[config.mk]
export PLATFORM = sky130hd
export DESIGN_NAME = adpcm_sample_address_sequencer
export DESIGN_NICKNAME = d
export VERILOG_FILES = /design/src/hw/rtl/asq_pkg.sv /design/src/hw/rtl/asq_core.sv /design/src/hw/rtl/adpcm_sample_address_sequencer.sv
export SDC_FILE = /design/constraint.sdc
export NUM_CORES = 1
export LEC_CHECK = 0
export BUFFER_PORTS_ARGS = -buffer_cell sky130_fd_sc_hd__buf_2
export CAP_MARGIN = 20
export CELL_PAD_IN_SITES_DETAIL_PLACEMENT = 0
export CELL_PAD_IN_SITES_GLOBAL_PLACEMENT = 1
export CORE_ASPECT_RATIO = 0.9
export CORE_UTILIZATION = 47
export DETAILED_ROUTE_END_ITERATION = 7
export PLACE_DENSITY_LB_ADDON = 0.05
export SETUP_SLACK_MARGIN = 0.02
export SYNTH_ARGS = -nofsm -noshare
export SYNTH_HDL_FRONTEND = slang
export SYNTH_SLANG_ARGS = --single-unit
[constraint.sdc]
create_clock -name i_clk -period 6.03 [get_ports i_clk]
set_input_delay 1.809 -clock i_clk [delete_from_list [all_inputs] [get_ports i_clk]]
set_output_delay 1.809 -clock i_clk [all_outputs]
set_load 0.005 [all_outputs]
[src/hw/rtl/asq_pkg.sv]
`timescale 1ns / 1ps
`default_nettype none
// ----------------------------------------------------------------------------
// asq_pkg
// Types and constants shared by the sample address sequencer modules.
// ----------------------------------------------------------------------------
package asq_pkg;

    // Sample ROM size in bytes (at most 2 MiB, the reach of the 21-bit rom_address)
    localparam logic [24:0] ROM_BYTES   = 25'd2097152;
    // Start offset added when the upper bank is selected
    localparam logic [24:0] BANK_OFFSET = 25'h0100000;
    // Bank select bit in the written byte
    localparam int unsigned BANK_BIT    = 4;

    // Register offsets for a register write
    localparam logic [2:0] REG_START_LO = 3'd0;
    localparam logic [2:0] REG_START_HI = 3'd2;
    localparam logic [2:0] REG_END_LO   = 3'd3;
    localparam logic [2:0] REG_END_HI   = 3'd5;
    localparam logic [2:0] REG_PLAY     = 3'd6;

    typedef enum logic [1:0] {
        REQ_REG_WRITE = 2'd0,
        REQ_ACK       = 2'd1,
        REQ_BANK      = 2'd2,
        REQ_TICK      = 2'd3
    } t_req_type;

    typedef struct packed {
        logic [1:0] req_type;
        logic [2:0] reg_offset;
        logic [7:0] write_data;
        logic       clock_level;
    } t_in_item;

    typedef struct packed {
        logic [20:0] rom_address;
        logic        fetch_valid;
        logic        nibble_select;
        logic        irq_request;
        logic        codec_reset;
        logic        playing;
    } t_out_item;

endpackage : asq_pkg
`default_nettype wire

[src/hw/rtl/asq_core.sv]
`timescale 1ns / 1ps
`default_nettype none
// ----------------------------------------------------------------------------
// asq_core
// Sequencer state registers and the per-item update/result logic.
// ----------------------------------------------------------------------------
module asq_core (
    input  wire logic              i_clk,
    input  wire logic              i_rst_n,
    input  wire logic              i_en,
    input  wire asq_pkg::t_in_item i_item,
    output asq_pkg::t_out_item     o_result
);

    logic [23:0] r_start,     n_start;
    logic [23:0] r_end,       n_end;
    logic        r_upper,     n_upper;
    logic [24:0] r_play_addr, n_play_addr;
    logic [23:0] r_play_end,  n_play_end;
    logic        r_idle,      n_idle;
    logic        r_phase,     n_phase;
    logic        r_irq,       n_irq;
    logic        r_rst_line,  n_rst_line;

    logic [1:0]  w_end_lane;
    logic        w_done;

    assign w_end_lane = 2'(i_item.reg_offset - asq_pkg::REG_END_LO);
    // end address is inclusive
    assign w_done = (r_play_addr >= asq_pkg::ROM_BYTES) ||
                    (r_play_addr > {1'b0, r_play_end});

    // Next state and result for the item in the input register
    always_comb begin
        n_start     = r_start;
        n_end       = r_end;
        n_upper     = r_upper;
        n_play_addr = r_play_addr;
        n_play_end  = r_play_end;
        n_idle      = r_idle;
        n_phase     = r_phase;
        n_irq       = r_irq;
        n_rst_line  = r_rst_line;
        o_result.rom_address   = '0;
        o_result.fetch_valid   = 1'b0;
        o_result.nibble_select = 1'b0;

        case (asq_pkg::t_req_type'(i_item.req_type))
            asq_pkg::REQ_REG_WRITE: begin
                case (i_item.reg_offset) inside
                    [asq_pkg::REG_START_LO:asq_pkg::REG_START_HI]: begin
                        n_start[{i_item.reg_offset[1:0], 3'b000} +: 8] = i_item.write_data;
                    end
                    [asq_pkg::REG_END_LO:asq_pkg::REG_END_HI]: begin
                        n_end[{w_end_lane, 3'b000} +: 8] = i_item.write_data;
                    end
                    asq_pkg::REG_PLAY: begin
                        if (r_start < r_end) begin
                            n_idle      = 1'b0;
                            n_rst_line  = 1'b0;
                            n_play_addr = {1'b0, r_start} +
                                          (r_upper ? asq_pkg::BANK_OFFSET : 25'd0);
                            n_play_end  = r_end;
                        end
                    end
                    default: begin
                    end
                endcase
            end
            asq_pkg::REQ_ACK: begin
                n_irq      = 1'b0;
                n_idle     = 1'b1;
                n_rst_line = 1'b1;
            end
            asq_pkg::REQ_BANK: begin
                n_upper = i_item.write_data[asq_pkg::BANK_BIT];
            end
            asq_pkg::REQ_TICK: begin
                if (i_item.clock_level && !r_idle) begin
                    if (w_done) begin
                        n_idle     = 1'b1;
                        n_rst_line = 1'b1;
                        n_irq      = 1'b1;
                        n_phase    = 1'b0;
                    end else begin
                        o_result.rom_address   = r_play_addr[20:0];
                        o_result.fetch_valid   = 1'b1;
                        o_result.nibble_select = r_phase;
                        n_phase                = ~r_phase;
                        // advance after the second nibble
                        if (r_phase) begin
                            n_play_addr = r_play_addr + 25'd1;
                        end
                    end
                end
            end
            default: begin
            end
        endcase

        o_result.irq_request = n_irq;
        o_result.codec_reset = n_rst_line;
        o_result.playing     = ~n_idle;
    end

    // State registers
    always_ff @(posedge i_clk) begin
        if (!i_rst_n) begin
            r_start     <= '0;
            r_end       <= '0;
            r_upper     <= 1'b0;
            r_play_addr <= '0;
            r_play_end  <= '0;
            r_idle      <= 1'b1;
            r_phase     <= 1'b0;
            r_irq       <= 1'b0;
            r_rst_line  <= 1'b1;
        end else if (i_en) begin
            r_start     <= n_start;
            r_end       <= n_end;
            r_upper     <= n_upper;
            r_play_addr <= n_play_addr;
            r_play_end  <= n_play_end;
            r_idle      <= n_idle;
            r_phase     <= n_phase;
            r_irq       <= n_irq;
            r_rst_line  <= n_rst_line;
        end
    end

endmodule : asq_core
`default_nettype wire

[src/hw/rtl/adpcm_sample_address_sequencer.sv]
// Pipeline: an accepted item is held in the input register, and its result is
//   written to the output register once that register is empty or being taken.
// Throughput: one item per cycle while the receiver does not stall; the input
//   and output registers, split by the state update logic, advance together.
// Reset: synchronous active-low; clears both stages, idles the sequencer and
//   holds the codec in reset.
`timescale 1ns / 1ps
`default_nettype none
// ----------------------------------------------------------------------------
// adpcm_sample_address_sequencer
// Sample-playback ROM address sequencer with a two-register item pipeline.
// ----------------------------------------------------------------------------
module adpcm_sample_address_sequencer (
    input  wire logic               i_clk,
    input  wire logic               i_rst_n,
    // input item channel
    input  wire logic               i_valid,
    output logic                    o_stall,
    input  wire asq_pkg::t_in_item  i_item,
    // result item channel
    output logic                    o_valid,
    input  wire logic               i_stall,
    output asq_pkg::t_out_item      o_item
);

    logic               r_in_valid;
    asq_pkg::t_in_item  r_in_item;
    logic               r_out_valid;
    asq_pkg::t_out_item r_out_item;

    logic               w_advance;
    logic               w_accept;
    asq_pkg::t_out_item w_result;

    // Pipeline moves when the output register is empty or being taken
    assign w_advance = !r_out_valid || !i_stall;
    assign o_stall   = r_in_valid && !w_advance;
    assign w_accept  = i_valid && !o_stall;

    // Input register
    always_ff @(posedge i_clk) begin
        if (!i_rst_n) begin
            r_in_valid <= 1'b0;
        end else if (w_accept) begin
            r_in_valid <= 1'b1;
        end else if (w_advance) begin
            r_in_valid <= 1'b0;
        end
    end

    always_ff @(posedge i_clk) begin
        if (w_accept) begin
            r_in_item <= i_item;
        end
    end

    asq_core u_core (
        .i_clk    (i_clk),
        .i_rst_n  (i_rst_n),
        .i_en     (r_in_valid && w_advance),
        .i_item   (r_in_item),
        .o_result (w_result)
    );

    // Output register
    always_ff @(posedge i_clk) begin
        if (!i_rst_n) begin
            r_out_valid <= 1'b0;
        end else if (w_advance) begin
            r_out_valid <= r_in_valid;
        end
    end

    always_ff @(posedge i_clk) begin
        if (w_advance && r_in_valid) begin
            r_out_item <= w_result;
        end
    end

    assign o_valid = r_out_valid;
    assign o_item  = r_out_item;

endmodule : adpcm_sample_address_sequencer
`default_nettype wire

## After elaboration in Yosys (flattened, before gate mapping)

Index checks and enable logic that the tools add are counted.

| cells by class | value |
|---|---|
| add/subtract/negate cells | 5 |
| magnitude comparators | 7 |
| equality and inequality tests | 11 |
| shift-type cells | 4 |
| muxes and demuxes | 32 |
| bitwise operators | 6 |
| reductions and logical operators | 24 |

Operators by type and width:

| operator | count |
|---|---|
| 25-bit two-way mux | 7 |
| 25-bit case mux with 2 select lines | 1 |
| 24-bit bitwise mux | 2 |
| 8-bit by 7-bit variable shift with 24-bit output (first input constant) | 2 |
| 8-bit by 7-bit indexed part select with 24-bit output | 2 |
| 24-bit by 25-bit adder with 25-bit output | 1 |
| 25-bit by 1-bit adder with 25-bit output (second input constant) | 1 |
| 25-bit by 22-bit greater-or-equal comparator with 1-bit output (second input constant) | 1 |
| 25-bit by 24-bit > comparator with 1-bit output | 1 |
| 24-bit < comparator | 1 |
| 21-bit two-way mux | 1 |
| 1-bit two-way mux | 17 |
| 5-bit negator with 7-bit output | 2 |
| 9-bit AND reduction | 1 |
| 2-bit by 1-bit inequality test with 1-bit output (second input constant) | 4 |
| 1-bit logical AND | 6 |
| 2-bit inequality test (second input constant) | 3 |
| 1-bit inverter | 6 |
| 1-bit case mux with 3 select lines | 2 |
| 3-bit AND reduction | 2 |
| 6-bit AND reduction | 1 |
| 1-bit zero test | 5 |
| 2-bit == test (second input constant) | 2 |
| 2-bit AND reduction | 2 |
| 14 further kinds | 16 |

| storage, ports and cells | value |
|---|---|
| bits in registers | 144 |
| bits of input ports | 18 |
| output and inout port bits | 28 |
| logic and storage cells | 110 |

## Logic depth before layout (Yosys ltp)

Gate-level depths: netlist (run 1).

| logic depth | value |
|---|---|
| depth after elaboration | 7 |
| depth in mapped cells | 12 |
| depth with buffers taken out | 10 |

## Hierarchy

Synthesis (run 1) repeated with hierarchy kept, for this count alone.

| unflattened totals | value |
|---|---|
| cells, all modules | 851 |
| area, all modules | 7668.6 µm² |

Modules (own cells, without submodules):

| module | instances | cells each | area an instance (µm²) | sequential area each (µm²) |
|---|---|---|---|---|
| asq_core | 1 | 803 | 6383.6 | 2042.0 |
| adpcm_sample_address_sequencer | 1 | 48 | 1285.0 | 1241.2 |

## Least setup slack after synthesis (run 1)

No wires, ideal clock.

| path | value |
|---|---|
| path type | input to register |
| from | input port i_stall |
| to | register u_core.r_play_end[10] |
| setup time | 128 ps |
| arrival | 4776 ps |
| data required time | 5902 ps |
| setup slack | 1127 ps |
| cell stages on the path | 7 |
| buffers on the path | 2 |
| cell sequence | a21boi_1 > nand3b_1 > a211oi_1 > clkbuf_1 > buf_2 > mux2i_1 > nor2_1 |

| between the ends | value |
|---|---|
| word-level cells in the longest chain between the ends | 4 |

RTL lines:

| item | RTL line | source |
|---|---|---|
| start: declaration | adpcm_sample_address_sequencer.sv:22 | `input wire logic i_stall,` |
| 1-bit zero test | adpcm_sample_address_sequencer.sv:36 | `assign w_advance = !r_out_valid \|\| !i_stall;` |
| 1-bit logical OR | adpcm_sample_address_sequencer.sv:36 |  |
| 1-bit logical AND | adpcm_sample_address_sequencer.sv:60 | `.i_en (r_in_valid && w_advance),` |
| 6-bit AND reduction (no line) | -- |  |
| end signal: assignment | asq_core.sv:123 | `r_play_end <= n_play_end;` |
| end: declaration | asq_core.sv:19 | `logic [23:0] r_play_end, n_play_end;` |

Every way passes these cells.
A chain may end at the register's enable or synchronous reset.

## Worst setup path after layout (run 1)

| path | value |
|---|---|
| from | input port i_stall |
| to | output port o_stall |

| between the ends | value |
|---|---|
| word-level cells in the longest chain between the ends | 4 |

RTL lines:

| item | RTL line | source |
|---|---|---|
| 1-bit zero test | adpcm_sample_address_sequencer.sv:36 |  |
| 1-bit logical OR | adpcm_sample_address_sequencer.sv:36 |  |
| 1-bit zero test | adpcm_sample_address_sequencer.sv:37 | `assign o_stall = r_in_valid && !w_advance;` |
| 1-bit logical AND | adpcm_sample_address_sequencer.sv:37 |  |
| end: declaration | adpcm_sample_address_sequencer.sv:18 | `output logic o_stall,` |

Every way passes these cells.

==> impl_metrics.ini, run 1 <==
[run_status]
outcome = finished clean

[pwr]
p_sw_w = 0.0004736
p_clk_frac = 0.490
combPwrFrac = 0.036
seq_power_share = 0.474
power.leakage_nw = 3.137
ir_drop_v = 0.0002051
power_density_nw_per_um2 = 255.5
finalPower_w = 0.002147
swShare = 0.2206
intPower_w = 0.001673

[grt]
grt_usage = 0.2417
grt_pass1_vias = 5493
overflow = 0
grt_max_degree = 51
grt_pass1_wl_um = 29570
antenna_found_initial = 0

[placed_design]
io_buffers = 45
gp_congestion = 0.8759
dp_hpwl_um = 13610
dpl.cell_count = 1040

[synth]
syn_inst = 826
ys_dominant_reg_cell = dfxtp_1
ys_warn_count = 0
ys_seq_area_frac = 0.4421
synthesis.nets = 901
syn_area_um2 = 7426
ys_ff_latch = 144
avgSynthCellArea_um2 = 8.990
synthDistinctLibCells = 60
synthArstFlopShare = 0
synth_edf_count = 40

[finish]
areaGrowthSynthToFinish_pct = 13.16
num-nets-final = 932
multiInputGateArea_um2 = 3772
stdcell_count = 1072
fillerInstances = 1391
seq_area_um2 = 3283
n_antenna_cell = 0
drive_gt1_frac = 0.1333
fin_util = 0.5442

[sta]
maxSlewViolCount = 0
hold_viol = 0
fmax_mhz = 244.9
timing.hold.ws_ns = 0.4906
period_share = 0.6772
tns_ns = 0
setup_viol = 0
period_needed_ns = 4.083
rsz0062_at_grt = no
skew_ns = 0.007819
worst_pin_slew_ns = 1.074
slew_headroom = 0.2821

[clocking]
hold_buffers = 0
clk_pin_slew_ns = 0.06
cts_setup_buffers = 0
clock_sinks = 144
htreeDepth = 4
cts_max_path_buffers = 2
cts_resized = 0
cts_buffers = 17
ctsRootBufferMaster = clkbuf_16
cts_tree = done
clkLatencyLatePin_ns = 0.43

[setup_path]
crit_start = i_stall
cp-endpoint = o_stall
path_common_cell = buf_2
regToRegSetupSlack_ns = 2.52
worstPathArrival_ns = 2.27
cp-end-kind = output port
cp_max_fo = 3
cp_slowest_cell = and3_1
reg2regPathDepth = 11
cp.buffers_inverters = 2
cp_top_family = buffers and inverters
reg2reg_from = u_core.r_play_end[22]
startpoint_type = input port
required_ns = 4.22
max_stage_delay_ns = 0.21
r2r_end = u_core.r_play_addr[2]
crit_path_cell_trace = buf_2, and3_1, buf_2
setup.worst_path.class = input port to output port
cp.depth = 3

[floorplanning]
die_h_um = 121.2
placementRows = 43
coreArea_um2 = 15440
pin_count = 46
fp.dieW_um = 134.5
start_util = 0.4809
dieArea_um2 = 16310

[flow_run]
maxCapViolCount = 0

[drt]
num_vias = 5949
drtIter0Drc = 463
avgRoutedWirePerCell_um = 17.40
drc_errors = 0
wl_um = 18650
post_drt_via_cell_ratio = 5.549
antenna_left = 0
first_pass_iters = 4

[worst_hold_path]
min_path_type = flop to flop
==> placed cells by master (no fill, tap or decap), types with 3 or more instances in the layout <==
cell / instances
a211oi_1: 7
a21o_1: 6
a21oi_1: 96
a21oi_2: 7
a31oi_1: 4
and2_1: 22
and3_1: 9
and4_1: 3
buf_2: 45
buf_4: 6
clkbuf_1: 3
clkbuf_16: 21
clkinv_2: 3
dfxtp_1: 104
edfxtp_1: 40
ha_1: 57
inv_1: 55
mux2i_1: 25
nand2_1: 80
nand3_1: 24
nand4_1: 8
nor2_1: 111
nor2b_1: 6
nor3_1: 39
nor3b_1: 3
nor4_1: 7
o21ai_0: 5
o21ai_1: 4
o221a_1: 6
o32ai_2: 15
or2_2: 3
or3_1: 3
==> worst register-to-register path, cell delays in order (launching register included) <==
cell	delay (ns)
dfxtp_1	0.34
inv_1	0.05
ha_1	0.29
and4b_1	0.22
nand3_1	0.11
or3_1	0.44
a21oi_1	0.30
o21ai_4	0.15
a21oi_4	0.86
buf_4	0.39
or2_0	0.14
a21oi_1	0.06
==> how the worst min path moves through the flow <==
| stage | cells past startpoint | endpoint | slack [ns] | from |
|---|---|---|---|---|
| global placement | 2 | o_valid | 0.46 | r_in_valid |
| floorplan | 2 | o_valid | 0.44 | r_in_valid |
| CTS | 2 | u_core.r_play_end[14] | 0.50 | u_core.r_play_end[14] |
| finish | 2 | u_core.r_play_end[1] | 0.49 | u_core.r_play_end[1] |
| global route | 2 | u_core.r_play_end[23] | 0.52 | u_core.r_play_end[23] |
| detailed placement | 2 | u_core.r_play_end[14] | 0.48 | u_core.r_play_end[14] |
==> through the flow <==
step,cell area [um^2],worst slack [ns]
2_1_floorplan,7426,1.127
3_3_place_gp,7789,1.794
3_5_place_dp,7800,1.748
4_1_cts,8403,1.949
5_1_grt,8403,1.922
6_report,8403,1.947
==> logic make-up (layout without fill, tap and decap cells) <==
group	after synthesis	count (layout)	synth area share
muxes	25	25	0.03370
xor gates and xnor gates	2	2	0.002359
and+or+nand+nor	331	331	0.2083
AOI/OAI and AO/OA	171	171	0.1631
buffers and inverters	96	140	0.05442
DFF	144	144	0.4421
adders and majority gates	57	57	0.09604
==> area by class of cell <==
cell class              count  area share
clock inverters             6    0.004616
flip-flops and latches    144      0.3907
inverters                  56     0.02501
clock buffers              26     0.06715
well taps                 202     0.03008
repair buffers             52     0.03350
multi-input cells         586      0.4489
==> sequential cells by signal (all words and copies together), names as in the netlist, named ones only <==
signal,count
o_valid,1
r_in_item,14
r_in_valid,1
u_core.r_play_end,24
u_core.r_end,24
u_core.r_phase,1
u_core.r_rst_line,1
u_core.r_start,24
u_core.r_irq,1
u_core.r_upper,1
u_core.r_play_addr,25
o_item,26
==> layer usage <==
metal | global-route usage | up-vias | share of wire
met4 | 0.09059 | 0 | 0.019
met3 | 0.04177 | 24 | 0.043
met1 | 0.3519 | 2800 | 0.51
met2 | 0.3549 | 142 | 0.43
met5 | 0 | - | 0
li1 | - | 2983 | -
==> power groups by stage <==
stage / clock [W] / sequential (W) / combinational [W]
floorplan: 0 / 0.00103 / 0.0000491
global placement: 0 / 0.00104 / 0.0000748
detailed placement: 0 / 0.00104 / 0.0000768
CTS: 0.00107 / 0.00102 / 0.0000771
global route: 0.00110 / 0.00102 / 0.0000854
finish: 0.00105 / 0.00102 / 0.0000774
==> synth_stat cells, types with 5 or more instances <==
master / n / area, um^2
o21ai_0: 5 / 25.02
mux2i_1: 25 / 250.2
edfxtp_1: 40 / 1201
a211oi_1: 8 / 60.06
dfxtp_1: 104 / 2082
a21oi_1: 96 / 480.5
inv_1: 55 / 206.5
and3_1: 9 / 56.30
nand3_1: 24 / 120.1
and2_1: 22 / 137.6
nor4_1: 7 / 43.79
buf_6: 5 / 56.30
nand2_1: 80 / 300.3
nor2_1: 112 / 420.4
nor2b_1: 6 / 37.54
clkbuf_1: 28 / 105.1
nand4_1: 8 / 50.05
o32ai_2: 15 / 244.0
a21oi_2: 8 / 70.07
nor3_1: 39 / 195.2
o221a_1: 6 / 67.56
ha_1: 57 / 713.2
a21o_1: 6 / 45.04
Power figures use the tool's default switching activity.
==> inputs of run 2 (changes only) <==
--- a/config.mk
+++ b/config.mk
@@ -10,7 +10,7 @@
 export CELL_PAD_IN_SITES_DETAIL_PLACEMENT = 0
 export CELL_PAD_IN_SITES_GLOBAL_PLACEMENT = 1
 export CORE_ASPECT_RATIO = 0.9
-export CORE_UTILIZATION = 47
+export CORE_UTILIZATION = 43
 export DETAILED_ROUTE_END_ITERATION = 7
 export PLACE_DENSITY_LB_ADDON = 0.05
 export SETUP_SLACK_MARGIN = 0.02
==> constraint.sdc (replaced) <==
create_clock -name i_clk -period 3.3 [get_ports i_clk]
set_input_delay 0.99 -clock i_clk [delete_from_list [all_inputs] [get_ports i_clk]]
set_output_delay 0.99 -clock i_clk [all_outputs]
set_load 0.005 [all_outputs]
==> run 2 against run 1 <==
Net effect:
- count of clock-buffer cells in the layout fell by 3
- total power grew 84%
- die area increased by 9.2%
- combinational power up 87%
- final cell count up 2.1%
- register-to-register slack got worse by 2.3 ns
- hold slack got worse by 0.0015 ns
- sequential share of layout area decreased by 0.69 points
- first-iteration DRC count down 15%
- clock skew up 0.0019 ns
- clock power up 85%
==> impl_metrics.ini, run 2 (synthesis results as in run 1) <==
[grt]
overflow = 0
grt_pass1_vias = 5535
grt_max_degree = 83
grt_pass1_wl_um = 30880
grt_usage = 0.2297
antenna_found_initial = 0

[pwr]
ir_drop_v = 0.0004030
combPwrFrac = 0.037
swShare = 0.2255
power.leakage_nw = 3.211
seq_power_share = 0.471
intPower_w = 0.003057
p_sw_w = 0.0008899
power_density_nw_per_um2 = 461.4
p_clk_frac = 0.492

[sta]
slew_headroom = 0.4114
hold_viol = 0
maxSlewViolCount = 0
period_share = 0.9248
worst_pin_slew_ns = 0.8810
period_needed_ns = 3.052
skew_ns = 0.009742
fmax_mhz = 327.7
setup_viol = 0
rsz0062_at_grt = no
tns_ns = 0

[worst_hold_path]
whs_endpoint = o_valid
worstHoldPathCells = 2
hp-start = r_in_valid
min_path_type = flop to flop

[finish]
largest_register_ffs = 26
fillerInstances = 1626
n_antenna_cell = 0
num-nets-final = 946
stdcell_count = 1095
drive_gt1_frac = 0.1482
final_area_um2 = 8553
areaGrowthSynthToFinish_pct = 15.18
mostFrequentLayoutCell = nor2_1
final_cell_mix = nor2_1, dfxtp_1, a21oi_1, nand2_1, ha_1

[drt]
avgRoutedWirePerCell_um = 17.67
wl_um = 19350
antenna_left = 0
drtIter0Drc = 393
drc_errors = 0
num_vias = 5962
post_drt_via_cell_ratio = 5.445
first_pass_iters = 4

[floorplanning]
placementRows = 45
coreArea_um2 = 16890
dieArea_um2 = 17800
die_h_um = 126.7
pin_count = 46
fp.dieW_um = 140.5
start_util = 0.4396

[setup_path]
cp-end-kind = flop
r2r_end = u_core.r_play_addr[20]
reg2regPathDepth = 11
reg2reg_from = u_core.r_play_end[23]
regToRegSetupSlack_ns = 0.25
required_ns = 3.60
crit_path_cell_trace = inv_1, ha_1, and4b_1, nand3_1, or3_1, a21oi_1, o21ai_4, a21oi_4, buf_12, nor2_1, o221a_1
setup.worst_path.class = flop to flop
cp_slowest_cell = a21oi_4
worstPathArrival_ns = 3.35
max_stage_delay_ns = 0.57
startpoint_type = flop
cp_max_fo = 28

[clocking]
clkLatencyLatePin_ns = 0.42
clk_pin_slew_ns = 0.06
cts_buffers = 17
clock_sinks = 144
ctsRootBufferMaster = clkbuf_16
cts_tree = done
htreeDepth = 4
cts_resized = 0
hold_buffers = 0
cts_max_path_buffers = 2
cts_setup_buffers = 0

[run_status]
outcome = finished clean

[placed_design]
dpl.cell_count = 1063
gp_congestion = 0.8376
dp_hpwl_um = 14370
postPlaceCellArea_um2 = 7950
io_buffers = 45

[flow_run]
maxCapViolCount = 0
## run 2: cell types whose count changed in the layout (fill, tap and decap cells not counted), moves of 2 or more
cell	delta
buf_4	+12
buf_12	+3
inv_6	+2
clkbuf_16	-2
clkinv_2	-3
clkinvlp_4	+2
## run 2: power groups by stage
stage / Combinational, W / Clock, W / Sequential (W)
after floorplan: 0.0000906 / 0 / 0.00189
after global placement: 0.000144 / 0 / 0.00190
after detailed placement: 0.000145 / 0 / 0.00190
after CTS: 0.000146 / 0.00198 / 0.00186
after global routing: 0.000161 / 0.00206 / 0.00186
final: 0.000145 / 0.00194 / 0.00186
## run 2: cell type report
class / count / area, um^2 / share of cell area
multi-input combinational: 586 / 3772 / 0.4410
sequential: 144 / 3283 / 0.3839
clock buffer: 23 / 510.5 / 0.05968
timing repair buffer: 66 / 420.4 / 0.04915
tap: 211 / 264.0 / 0.03087
inverter: 56 / 210.2 / 0.02458
clock inverter: 9 / 92.59 / 0.01083
## run 2: critical path, delay by kind of cell (launching register included)
kind	cells	cell delay [ns]
flip-flops	1	0.35
AND/OR/NAND/NOR	4	0.80
AO/OA/AOI/OAI	4	1.15
buffers and inverters	2	0.34
adder cells (fa/ha/maj)	1	0.28
## run 2: worst max path at each step
stage / from / endpoint / slack (ns)
final: u_core.r_play_end[23] / u_core.r_play_addr[20] / 0.25
after global routing: u_core.r_play_end[23] / u_core.r_play_addr[20] / 0.04
after CTS: u_core.r_play_end[23] / u_core.r_play_addr[20] / 0.23
after detailed placement: u_core.r_play_end[23] / u_core.r_play_addr[20] / 0.24
after global placement: u_core.r_play_end[23] / u_core.r_play_addr[20] / 0.33
after floorplan: i_stall / u_core.r_play_end[10] / 0.19
## run 2: layer usage
metal | up-vias | global-route usage | wire (um)
met3 | 10 | 0.04266 | 704
li1 | 3011 | - | -
met2 | 137 | 0.3441 | 8232
met4 | 0 | 0.05499 | 215
met1 | 2804 | 0.3401 | 10200
met5 | - | 0 | 0
## run 2: stage by stage
stage | setup WS (ns) | utilization | hold WS, ns | total power, W
after floorplan | 0.1885 | - | 0.4490 | 0.001980
after CTS | 0.2333 | 0.5064 | 0.4952 | 0.003980
after detailed placement | 0.2432 | 0.4707 | 0.4810 | 0.002043
after global placement | 0.3332 | 0.4707 | 0.4645 | 0.002041
final | 0.2483 | 0.5064 | 0.4890 | 0.003947
after global routing | 0.04427 | 0.5064 | 0.5152 | 0.004086
